==> config.mk <==
export PLATFORM = sky130hd
export DESIGN_NAME = wmlb_ram
export DESIGN_NICKNAME = d
export VERILOG_FILES = /design/src/rtl/wmlb_ram.sv
export SDC_FILE = /design/constraint.sdc
export NUM_CORES = 2
export LEC_CHECK = 0
export BUFFER_PORTS_ARGS = -buffer_cell sky130_fd_sc_hd__buf_2
export CORE_MARGIN = 10
export CORE_UTILIZATION = 30
export DETAILED_ROUTE_END_ITERATION = 12
export GPL_TIMING_DRIVEN = 0
export SYNTH_ARGS = -nofsm -noshare
export SYNTH_HDL_FRONTEND = slang
export SYNTH_SLANG_ARGS = --single-unit
==> constraint.sdc <==
create_clock -name i_clk -period 10.2 [get_ports i_clk]
set_input_delay 1.53 -clock i_clk [delete_from_list [all_inputs] [get_ports i_clk]]
set_output_delay 1.53 -clock i_clk [all_outputs]
set_load 0.005 [all_outputs]
==> src/rtl/wmlb_ram.sv <==
// Generic single-port-write, single-read RAM with registered read data.
`default_nettype none
module wmlb_ram #(
    parameter int unsigned WIDTH = 32,
    parameter int unsigned DEPTH = 64
) (
    input  wire logic                     i_clk,
    input  wire logic                     i_we,
    input  wire logic [$clog2(DEPTH)-1:0] i_waddr,
    input  wire logic [WIDTH-1:0]         i_wdata,
    input  wire logic [$clog2(DEPTH)-1:0] i_raddr,
    output      logic [WIDTH-1:0]         o_rdata
);
    logic [WIDTH-1:0] r_mem [DEPTH];

    always_ff @(posedge i_clk) begin
        if (i_we) begin
            r_mem[i_waddr] <= i_wdata;
        end
        o_rdata <= r_mem[i_raddr];
    end
endmodule
`default_nettype wire

## Yosys cells after proc, flatten, opt, wreduce, memory -nomap -nowiden

Memory sizes are Yosys's and may differ from the RTL's. A register that Yosys moved wholly into a read port is not among the register bits.
Index checks and enable logic that the tools add are counted.
Widths: inputs -> output; s select.

- $add $sub $neg: 0
- $mul: 0
- Div/mod/pow operators: 0
- Order comparisons: 0
- Eq/ne operators: 0
- Shift-type cells: 0
- Mux-type cells: 2
- Bitwise gates (word level): 0
- Reduce and logical (&&, ||, !) cells: 0

Operators by type and width:

| kind | count |
|---|---|
| $mux 1 | 2 |

- Bits in registers: 0
- Bits in latches: 0
- Bits in writable memories: 2,048
- Bits in read-only memories: 0
- Output and inout port bits: 32
- Logic and storage cells: 3
- Memories kept: 1

Memory list:

| memory | words | bits a word | rd ports | clocked after memory_dff | write ports | RTL line | source |
|---|---|---|---|---|---|---|---|
| r_mem | 64 | 32 | 1 | 1 | 1 | 14 | `logic [WIDTH-1:0] r_mem [DEPTH];` |

## Longest topological paths before layout

- Depth in word-level cells: 2
- Depth in mapped cells: 10
- Depth with buffers taken out: 5

## Worst setup path before layout

OpenSTA, ideal clock, no wires.

- Path type: input to register
- Start point: in i_waddr[3]
- End point: mem r_mem[48][0] (enable)
- Setup time: 0.461 ns
- Arrival: 4.229 ns
- Path slack: 5.510 ns
- Stages: 4
- Buffers on the path: 1
- Path through: clkbuf_1 > nor2b_1 > nand4b_1 > nor3_1

RTL lines:

| item | RTL line | source |
|---|---|---|
| start: declaration | 9 | `input wire logic [$clog2(DEPTH)-1:0] i_waddr,` |
| end: declaration | 14 |  |

Straight into the memory's write port.

==> results.tsv <==
metric	value	unit
outcome	finished with violations	
failing checks	max-capacitance violations, max-slew violations	
cell internal pwr	13.9	mW
GRT Residual Overflow	0	
peak supply drop	0.000160	V
Crit path max-delay family	buffers and inverters	
Critical Path RT	10790	ps
P_leak	28.1	nW
Ys Warns	0	
Num CTS Buffers	202	
crit end category	flip-flop	
Design Area, Final	92200	sq um
syn avg cell area	23.6	sq um
most common cell after layout, fill and taps aside	edfxtp_1	
met3 usage	0.0463	
Slew Limit Fails	22	
CP Class	in2reg	
Switching Fraction	0.222	
clock sinks	2080	
Setup WS pre-CTS	3810	ps
final wirelength	243000	microns
Core Area	260000	sq um
met2 usage in global routing	0.262	
Crit path top cell by count	buf_2	
pin count of the biggest net entering global routing	65	
maximum root-to-sink buffer count	3	
P&R area growth vs syn	17.4	%
final setup vio count	0	
P_sw	3.97	mW
Bufs and invs on worst path	4	
Seq pwr share	0.530	
Resize count post-CTS	0	
Worst Tran Pin Value	1580	ps
crit path max-delay cell type	a21oi_1	
GRT Total Usage	0.165	
Detailed Place HPWL	159000	microns
dpl cell area	85600	sq um
Tmin final	5810	ps
Std-Cell Rows	187	
crit path max fanout	10	
CTS clk-pin slew, worst paths	60	ps
combinational share of power	0.054	
Fin Setup TNS	0	ps
Chip Width	532	microns
Syn Std Cell Area	78500	sq um
clock group share of total power	0.416	
Post-synth EDFFs	2048	
post-synthesis sequential area ratio	0.791	
syn_nets	3370	
post-route setup slack	4390	ps
CP Cell Sequence	buf_2 > buf_2 > buf_2 > buf_1 > nand3b_1 > o221ai_1 > a21oi_1 > a21oi_1 > nor2_1	
die height	532	microns
initial antenna violation count	31	
Post-Syn Instances	3324	
met1 GRT Util	0.216	
DR vias	39200	
# IOs	78	
Initial Utilization	0.302	
fmax	172	MHz
most frequent cells in the layout	2048 x edfxtp_1, 544 x mux4_2, 204 x clkbuf_16	
Avg WL per Cell	32.9	microns
vias in the first global route	38600	
most frequently used flop master after synthesis	edfxtp_1	
relative slew slack	-0.0508	
H-tree depth	4	
clk_lat worst skew	850	ps
first-pass GRT wire length	328000	microns
DRT Pass-1 Iters	5	
final hold vios	0	
layout cell share with drive strength beyond 1	0.297	
Min-Delay Path Class	reg2reg	
fin crit share	0.570	
reg2reg setup slack	7240	ps
Initial DRC Count	6319	
routability cong.	0.822	
CTS tree	done	
Clock Skews	40.9	ps
Pwr Density	194	nW/um^2
DRC	0	
Critical Path Start Type	primary input	
Netlist cell types	34	
MaxCap Viol Count	2	
CP max stage delay	970	ps
GR peak layer	met2	
FFs w/ async S/R, synth	0	
RSZ-0062 raised after global routing	no	
CTS Hold Bufs	0	
Synth Register Bits	2080	
die area	283000	sq um
routed vias/inst	5.32	
nets@finish	3736	
Post-CTS Setup Repair Bufs	0	
Final ANT Viol Nets	0	
I/O Buffers	69	
Root Driver	clkbuf_16	
arrival time at the worst endpoint	6400	ps
-- sequential cells by signal, summed over array words and instances, names as in the netlist --
signal and count:
o_rdata 32, r_mem 2048
-- cell families (layout without fill, tap and decap cells) --
kind of cell / count (synthesis) / in the layout / synth area share
multiplexers: 637 / 637 / 0.168
AO/OA/AOI/OAI: 202 / 202 / 0.0167
flip-flops: 2080 / 2080 / 0.791
AND/OR/NAND/NOR: 223 / 223 / 0.0127
buffers and inverters: 182 / 718 / 0.0113
other: 0 / 10 / 0
-- final cells by class --
type | instances | area, sq um
Fill cell | 23600 | 168000
Sequential cell | 2080 | 62100
Multi-Input combinational cell | 1062 | 16000
Clock buffer | 255 | 5340
Tap cell | 3496 | 4370
Timing Repair Buffer | 162 | 2270
Clock inverter | 119 | 1210
Buffer | 182 | 890
Antenna cell | 10 | 25.0
-- metal layers --
| metal | wire length [microns] | share of wire | vias to the layer above |
|---|---|---|---|
| li1 | - | - | 15000 |
| met1 | 91700 | 0.38 | 21200 |
| met2 | 113000 | 0.47 | 2430 |
| met3 | 26400 | 0.11 | 514 |
| met4 | 11100 | 0.046 | 8 |
| met5 | 48 | 0.00020 | - |
-- Yosys cell counts, types with 21 or more instances --
cell type	number	area share
buf_2	57	0.0036
buf_4	25	0.0024
buf_1	21	0.0010
nand2_1	26	0.0012
o22ai_1	84	0.0067
edfxtp_1	2048	0.78
clkbuf_1	74	0.0035
dfxtp_1	32	0.0082
nor2_1	137	0.0065
mux4_2	544	0.16
a21oi_1	62	0.0040
mux2i_1	93	0.012
o221ai_1	27	0.0030
-- metrics by stage --
stage / power, mW / utilization / cells / hold WS (ps)
2_1_floorplan: 10.1 / - / 3324 / 663
3_3_place_gp: 10.6 / 0.320 / 6889 / 923
3_5_place_dp: 10.6 / 0.329 / 6982 / 889
4_1_cts: 18.0 / 0.355 / 7356 / 872
5_1_grt: 18.4 / 0.355 / 7358 / 967
6_report: 17.9 / 0.355 / 7366 / 830
-- final timing paths --
check | to | from | cells past startpoint
setup / recovery | o_rdata[9]$_DFF_P_ | i_raddr[1] | 9
hold / removal | o_rdata[20]$_DFF_P_ | r_mem[12][20]$_DFFE_PP_ | 4
setup reg to reg | o_rdata[2]$_DFF_P_ | r_mem[47][2]$_DFFE_PP_ | 5
hold reg to reg | o_rdata[20]$_DFF_P_ | r_mem[12][20]$_DFFE_PP_ | 4
-- worst register-to-register path, cell delays in order, from the launching register on --
cell and delay, ps:
edfxtp_1 350, mux4_2 460, mux2i_1 270, a21oi_1 320, a21oi_1 870, nor2_1 450
-- power by group through the flow --
stage / Combinational (mW) / Sequential [mW] / Clock (mW)
after floorplan: 0.460 / 9.66 / 0
after global placement: 0.930 / 9.67 / 0
after detailed placement: 0.966 / 9.67 / 0
after CTS: 0.968 / 9.49 / 7.51
after global routing: 1.01 / 9.49 / 7.86
final: 0.973 / 9.48 / 7.44
Note: power is estimated with default switching activity, not from simulation.
