$ cat src/rtl/wmlb_pkg.sv
// Package: shared constants, types and widths for the windowed-minimum baseline block.
`default_nettype none
package wmlb_pkg;
    localparam int unsigned RING_DEPTH_DEF    = 64;
    localparam int unsigned PENDING_LIMIT_DEF = 32;
    localparam logic [31:0] WINDOW_RESET      = 32'd131072;

    typedef struct packed {
        logic [31:0] point_x;
        logic signed [31:0] point_y;
        logic        last_point;
    } t_in_beat;

    typedef struct packed {
        logic [31:0] out_x;
        logic signed [31:0] baseline_y;
        logic        window_truncated;
        logic        last_result;
    } t_out_beat;

    // Divider request/response between the top level and the divider.
    typedef struct packed {
        logic               start;
        logic signed [64:0] num;
        logic [32:0]        den;
    } t_div_req;

    typedef struct packed {
        logic               done;
        logic signed [31:0] quot;
    } t_div_rsp;
endpackage
`default_nettype wire

$ cat src/rtl/wmlb_div.sv
// Restoring signed divider, one quotient bit per cycle, truncates toward zero.
`default_nettype none
module wmlb_div (
    input  wire logic              i_clk,
    input  wire logic              i_rst_n,
    input  wire wmlb_pkg::t_div_req i_req,
    output      wmlb_pkg::t_div_rsp o_rsp
);
    logic [64:0] r_rem;
    logic [64:0] r_quo;
    logic [32:0] r_den;
    logic        r_neg;
    logic [6:0]  r_cnt;
    logic        r_busy;
    logic        r_done;
    logic [65:0] n_trial;
    logic [64:0] n_rem;
    logic [64:0] abs_num;
    logic [64:0] quo_s;

    assign abs_num = i_req.num[64] ? 65'(-i_req.num) : i_req.num;
    assign n_rem   = {r_rem[63:0], r_quo[64]};
    assign n_trial = {1'b0, n_rem} - {33'd0, r_den};
    assign quo_s   = r_neg ? 65'(-r_quo) : r_quo;

    always_ff @(posedge i_clk) begin
        if (!i_rst_n) begin
            r_busy <= 1'b0;
            r_done <= 1'b0;
            r_cnt  <= '0;
        end else begin
            r_done <= 1'b0;
            if (i_req.start) begin
                r_busy <= 1'b1;
                r_cnt  <= 7'd65;
                r_rem  <= '0;
                r_quo  <= abs_num;
                r_den  <= i_req.den;
                r_neg  <= i_req.num[64];
            end else if (r_busy) begin
                if (n_trial[65]) begin
                    r_rem <= n_rem;
                    r_quo <= {r_quo[63:0], 1'b0};
                end else begin
                    r_rem <= n_trial[64:0];
                    r_quo <= {r_quo[63:0], 1'b1};
                end
                r_cnt <= r_cnt - 7'd1;
                if (r_cnt == 7'd1) begin
                    r_busy <= 1'b0;
                    r_done <= 1'b1;
                end
            end
        end
    end

    assign o_rsp.done = r_done;
    assign o_rsp.quot = quo_s[31:0];
endmodule
`default_nettype wire

$ cat config.mk
export PLATFORM = sky130hd
export DESIGN_NAME = wmlb_div
export DESIGN_NICKNAME = d
export VERILOG_FILES = /design/src/rtl/wmlb_pkg.sv /design/src/rtl/wmlb_div.sv
export SDC_FILE = /design/constraint.sdc
export NUM_CORES = 1
export LEC_CHECK = 0
export ABC_AREA = 1
export BUFFER_PORTS_ARGS = -buffer_cell sky130_fd_sc_hd__buf_2
export CAP_MARGIN = 20
export CORE_MARGIN = 4
export CORE_UTILIZATION = 55
export CTS_BUF_LIST = sky130_fd_sc_hd__clkbuf_8
export DETAILED_ROUTE_END_ITERATION = 8
export PLACE_DENSITY = 0.77
export SLEW_MARGIN = 20
export SYNTH_ARGS = -nofsm -noshare
export SYNTH_HDL_FRONTEND = slang
export SYNTH_SLANG_ARGS = --single-unit
$ cat constraint.sdc
create_clock -name i_clk -period 4.68 [get_ports i_clk]
set_input_delay 0.468 -clock i_clk [delete_from_list [all_inputs] [get_ports i_clk]]
set_output_delay 0.468 -clock i_clk [all_outputs]
set_load 0.02 [all_outputs]
======== Word level (Yosys, flattened, before mapping) ========
Index checks and enable logic that the tools add are counted.
cells by class
  $add $sub $neg .......................... 4
  equality and inequality tests ........... 1
  muxes and demuxes ....................... 13
  bitwise gates (word level) .............. 2
  reductions and logical operators ........ 5
operators with widths
  operator               count
  $mux W65               3
  $mux W64               2
  $sub A65 B33 Y66       1
  $neg A65 Y65           1
  $mux W32               1
  $neg A32 Y32           1
  $mux W7                2
  $eq A7 B1 Y1 const B   1
  $sub A7 B1 Y7 const B  1
  $mux W1                5
  $reduce_and A2 Y1      2
  $reduce_or A3 Y1       1
  $not A1 Y1             2
  $reduce_bool A2 Y1     1
  $reduce_or A2 Y1       1
word-level totals
  register bits after elaboration ......... 172
  input bits .............................. 101
  word-level logic and storage cells ...... 33

======== Longest topological paths before layout ========
  depth in word-level cells ............... 4
  depth in mapped cells ................... 17

======== Worst setup path before layout ========
OpenSTA, ideal clock, no wires.
  kind .................................... input-to-reg
  start ................................... input i_req[98] in the netlist's numbering
  end ..................................... register r_quo[0] (enable)
  setup time .............................. 494 ps
  data arrival time ....................... 3529 ps
  setup slack ............................. 657 ps
  stages .................................. 3
  path buffers ............................ 1
  cell sequence ........................... clkbuf_1 nand2_1 nand2_1
between the ends
  longest elaborated chain between the ends .. 2
ends and longest elaborated chain
  item                          line            RTL
  from (decl)                   wmlb_div.sv:6   input wire wmlb_pkg::t_div_req i_req,
  $reduce_bool A2 Y1 (no line)  -
  $reduce_and A2 Y1 (no line)   -
  to (signal assigned)          wmlb_div.sv:37  r_quo <= abs_num;
  to (signal assigned)          wmlb_div.sv:43  r_quo <= {r_quo[63:0], 1'b0};
  to (signal assigned)          wmlb_div.sv:46  r_quo <= {r_quo[63:0], 1'b1};
  to (decl)                     wmlb_div.sv:10  logic [64:0] r_quo;
No other way between the ends.
A chain may end at the register's enable or synchronous reset.

==> results by group <==
Routing
  • Drt total wl: 41,700 um
  • WL/cell: 16.2 um
  • Via-to-Cell Ratio: 5.30
  • DRC viols: 0
  • Post-DRT Antenna Nets: 0
  • Initial DRC Count: 1,069
  • Total number of vias: 13,700
  • Detailed Routing Iterations Pass 1: 8

Yosys
  • Synth Area in Compound Gates: 5.43%
  • Mux share of post-synthesis cell area: 0%
  • Async SR Flop Fraction: 0%
  • Largest family of logic cells by synthesized area: simple AND/OR/NAND/NOR gates
  • Synthesized Nets: 2,262
  • Gate Count Post-Synth: 2,123
  • Simple-Gate Fraction of Synth Area: 38.8%
  • EDFF count, synth: 163
  • Mapped Area: 0.0139 mm^2
  • Post-synthesis xor/xnor area fraction: 5.97%
  • Post-synth cell types: 42
  • Warnings, synthesis: 0
  • Top FF cell, synth: edfxtp_1
  • Synthesized flop and latch total: 172
  • Seq/Total Area, Yosys: 36.4%
  • Synth Area in Adders: 3.46%
  • Average size of a mapped cell: 6.57 um^2

Timing
  • RSZ-0062 raised after global routing: no
  • Setup TNS Final: 0 ps
  • Skew final: 19.9 ps
  • Slew @ Worst Pin: 972 ps
  • Final Hold Viols: 0
  • Final period util: 71.4%
  • Max_slew headroom: 35.2%
  • Slew Limit Fails: 0
  • Period minus WS final: 3340 ps
  • Maximum clock frequency: 299 MHz
  • Final number of setup-violating endpoints: 0

Setup path
  • CP Capture Type: output port
  • Crit path cell chain: inv_1 -> ha_1 -> inv_1 -> nor3_1 -> nand2_1 -> nor2_2 -> nand3_1 -> nor2_2 -> nand2_1 -> o21ai_1 -> nand2_1 -> xor2_1 -> buf_2
  • CP max stage delay: 420 ps
  • CP arrival: 2880 ps
  • Critical path type: flip-flop to output port
  • CP most frequent cell: nand2_1
  • Worst Setup Start Kind: flip-flop
  • Critical Path Slowest Stage Cell: edfxtp_1
  • Worst-path maximum fanout: 4
  • Req. time, crit path: 4210 ps

Pwr
  • PwrDens: 298 mW/mm^2
  • P_leak: 7.39 nW
  • VDD IR max: 165 uV

Floorplan
  • Core Box Area: 0.0246 mm^2
  • Initial Util: 56.6%
  • Num ports: 134
  • Die H: 167 um
  • # rows: 57
  • Die width: 167 um
  • Die area: 0.0280 mm^2

Run
  • Max cap viols: 0

Worst hold path
  • Hold Crit Class: primary input to flip-flop

Global route
  • First-pass GRT wire length: 67,000 um
  • Antenna violations before repair: 4
  • Vias in the first global route: 13,200
  • Grt ovf: 0
  • Total GRT Usage: 29.6%
  • Largest net degree at the start of global routing: 81

Clocking
  • Clk buf depth: 2
  • # H-tree levels: 4
  • Clock Tree Root: clkbuf_8
  • Postcts setup bufs: 0
  • CTS Buf Count: 17
  • Post-CTS sizing: 0
  • Skew-Pair Late Insertion Delay: 490 ps
  • # clock sinks: 172
  • CTS tree: yes
  • # hold bufs at CTS: 0
  • Clk pin slew, worst setup/hold paths: 100 ps

Placement
  • Post-DP HPWL: 33,200 um
  • # port buffers: 133
  • Final Wtd Congestion: 1.02
  • Dpl cell area: 0.0149 mm^2

Finish
  • Commonest non-fill, non-tap cells in the layout: 758 x nand2_1, 349 x nor2_1, 307 x inv_1
  • Most common cell after layout, fill and taps aside: nand2_1
  • Fraction of layout cells with a size suffix above 1: 9.06%
  • Layout Nets: 2,378
  • Fin area: 0.0152 mm^2
  • Area growth syn-to-layout: 9.15%
  • # diodes: 0

Status
  • Run status: finished clean
## final timing paths
kind | from | endpoint | slack (ps) | depth (start not counted)
max | r_quo[0] | o_rsp[28] | 1340 | 13
min | i_req[8] | r_den[8] | 150 | 1
max reg2reg | r_rem[19] | r_rem[14] | 1530 | 12
min reg2reg | r_cnt[6] | r_cnt[6] | 470 | 2
## power by group
part | leakage, nW | switching (mW) | total (mW) | internal (mW)
logic | 5.56 | 1.03 | 1.55 | 0.514
clock network | 0.178 | 0.615 | 0.983 | 0.368
registers | 1.65 | 0.109 | 2.00 | 1.90
total | 7.39 | 1.76 | 4.53 | 2.78
## per-layer routing
layer / wire [um] / GRT usage [%]
met1: 17900 / 38.7
met4: 1660 / 11.2
met3: 2800 / 4.90
met2: 19300 / 49.7
met5: 59 / 0
## cells by family after synthesis
group	Yosys count
adder cells (fa/ha/maj)	38
buffers and inverters	356
XOR/XNOR	95
AND/OR/NAND/NOR	1325
flip-flops	172
AO/OA/AOI/OAI	137
## Yosys cell counts (all sizes together), types with 2 or more instances
| master | instances | area, um^2 |
|---|---|---|
| a21oi | 40 | 208 |
| a31oi | 17 | 106 |
| and2 | 4 | 25.0 |
| buf | 20 | 124 |
| clkbuf | 26 | 97.6 |
| dfxtp | 9 | 180 |
| edfxtp | 163 | 4890 |
| ha | 37 | 463 |
| inv | 310 | 1160 |
| nand2 | 762 | 2870 |
| nand3 | 105 | 541 |
| nand3b | 18 | 135 |
| nand4 | 38 | 238 |
| nor2 | 361 | 1390 |
| nor2b | 2 | 12.5 |
| nor3 | 25 | 135 |
| nor4 | 7 | 43.8 |
| o211ai | 2 | 15.0 |
| o21ai | 68 | 352 |
| o21bai | 2 | 15.0 |
| o31ai | 3 | 22.5 |
| or2 | 3 | 18.8 |
| xnor2 | 40 | 350 |
| xor2 | 55 | 482 |
## flip-flops by register name (all words and copies together), names as in the netlist
register / flops
r_neg: 1
r_cnt: 7
r_quo: 65
r_busy: 1
r_rem: 64
r_den: 33
r_done: 1
## cell type report
| type | count | area [um^2] |
|---|---|---|
| fillers | 2377 | 9390 |
| clock buffers | 17 | 234 |
| repair buffers | 143 | 741 |
| multi-input cells | 1595 | 7490 |
| clock inverters | 15 | 100 |
| well taps | 324 | 405 |
| inverters | 310 | 1160 |
| flip-flops and latches | 172 | 5070 |
## worst max-delay path, delay by kind of cell (launching register included)
kind	cells	cell delay (ps)
xor gates and xnor gates	1	170
and+or+nand+nor	7	1060
DFF	1	420
buffers and inverters	3	370
adders and majority gates	1	160
AOI/OAI and AO/OA	1	210
## stage by stage
step	worst slack (ps)	total power [mW]	std cells	util, %	hold WS (ps)
final	1340	4.53	2576	61.8	152
after global routing	1140	4.82	2576	61.8	127
after CTS	1340	4.53	2576	61.8	136
after detailed placement	1530	3.56	2544	60.5	461
after global placement	1600	3.53	2544	60.5	455
after floorplan	657	3.11	2123	-	437
(Power assumes the default switching activity.)
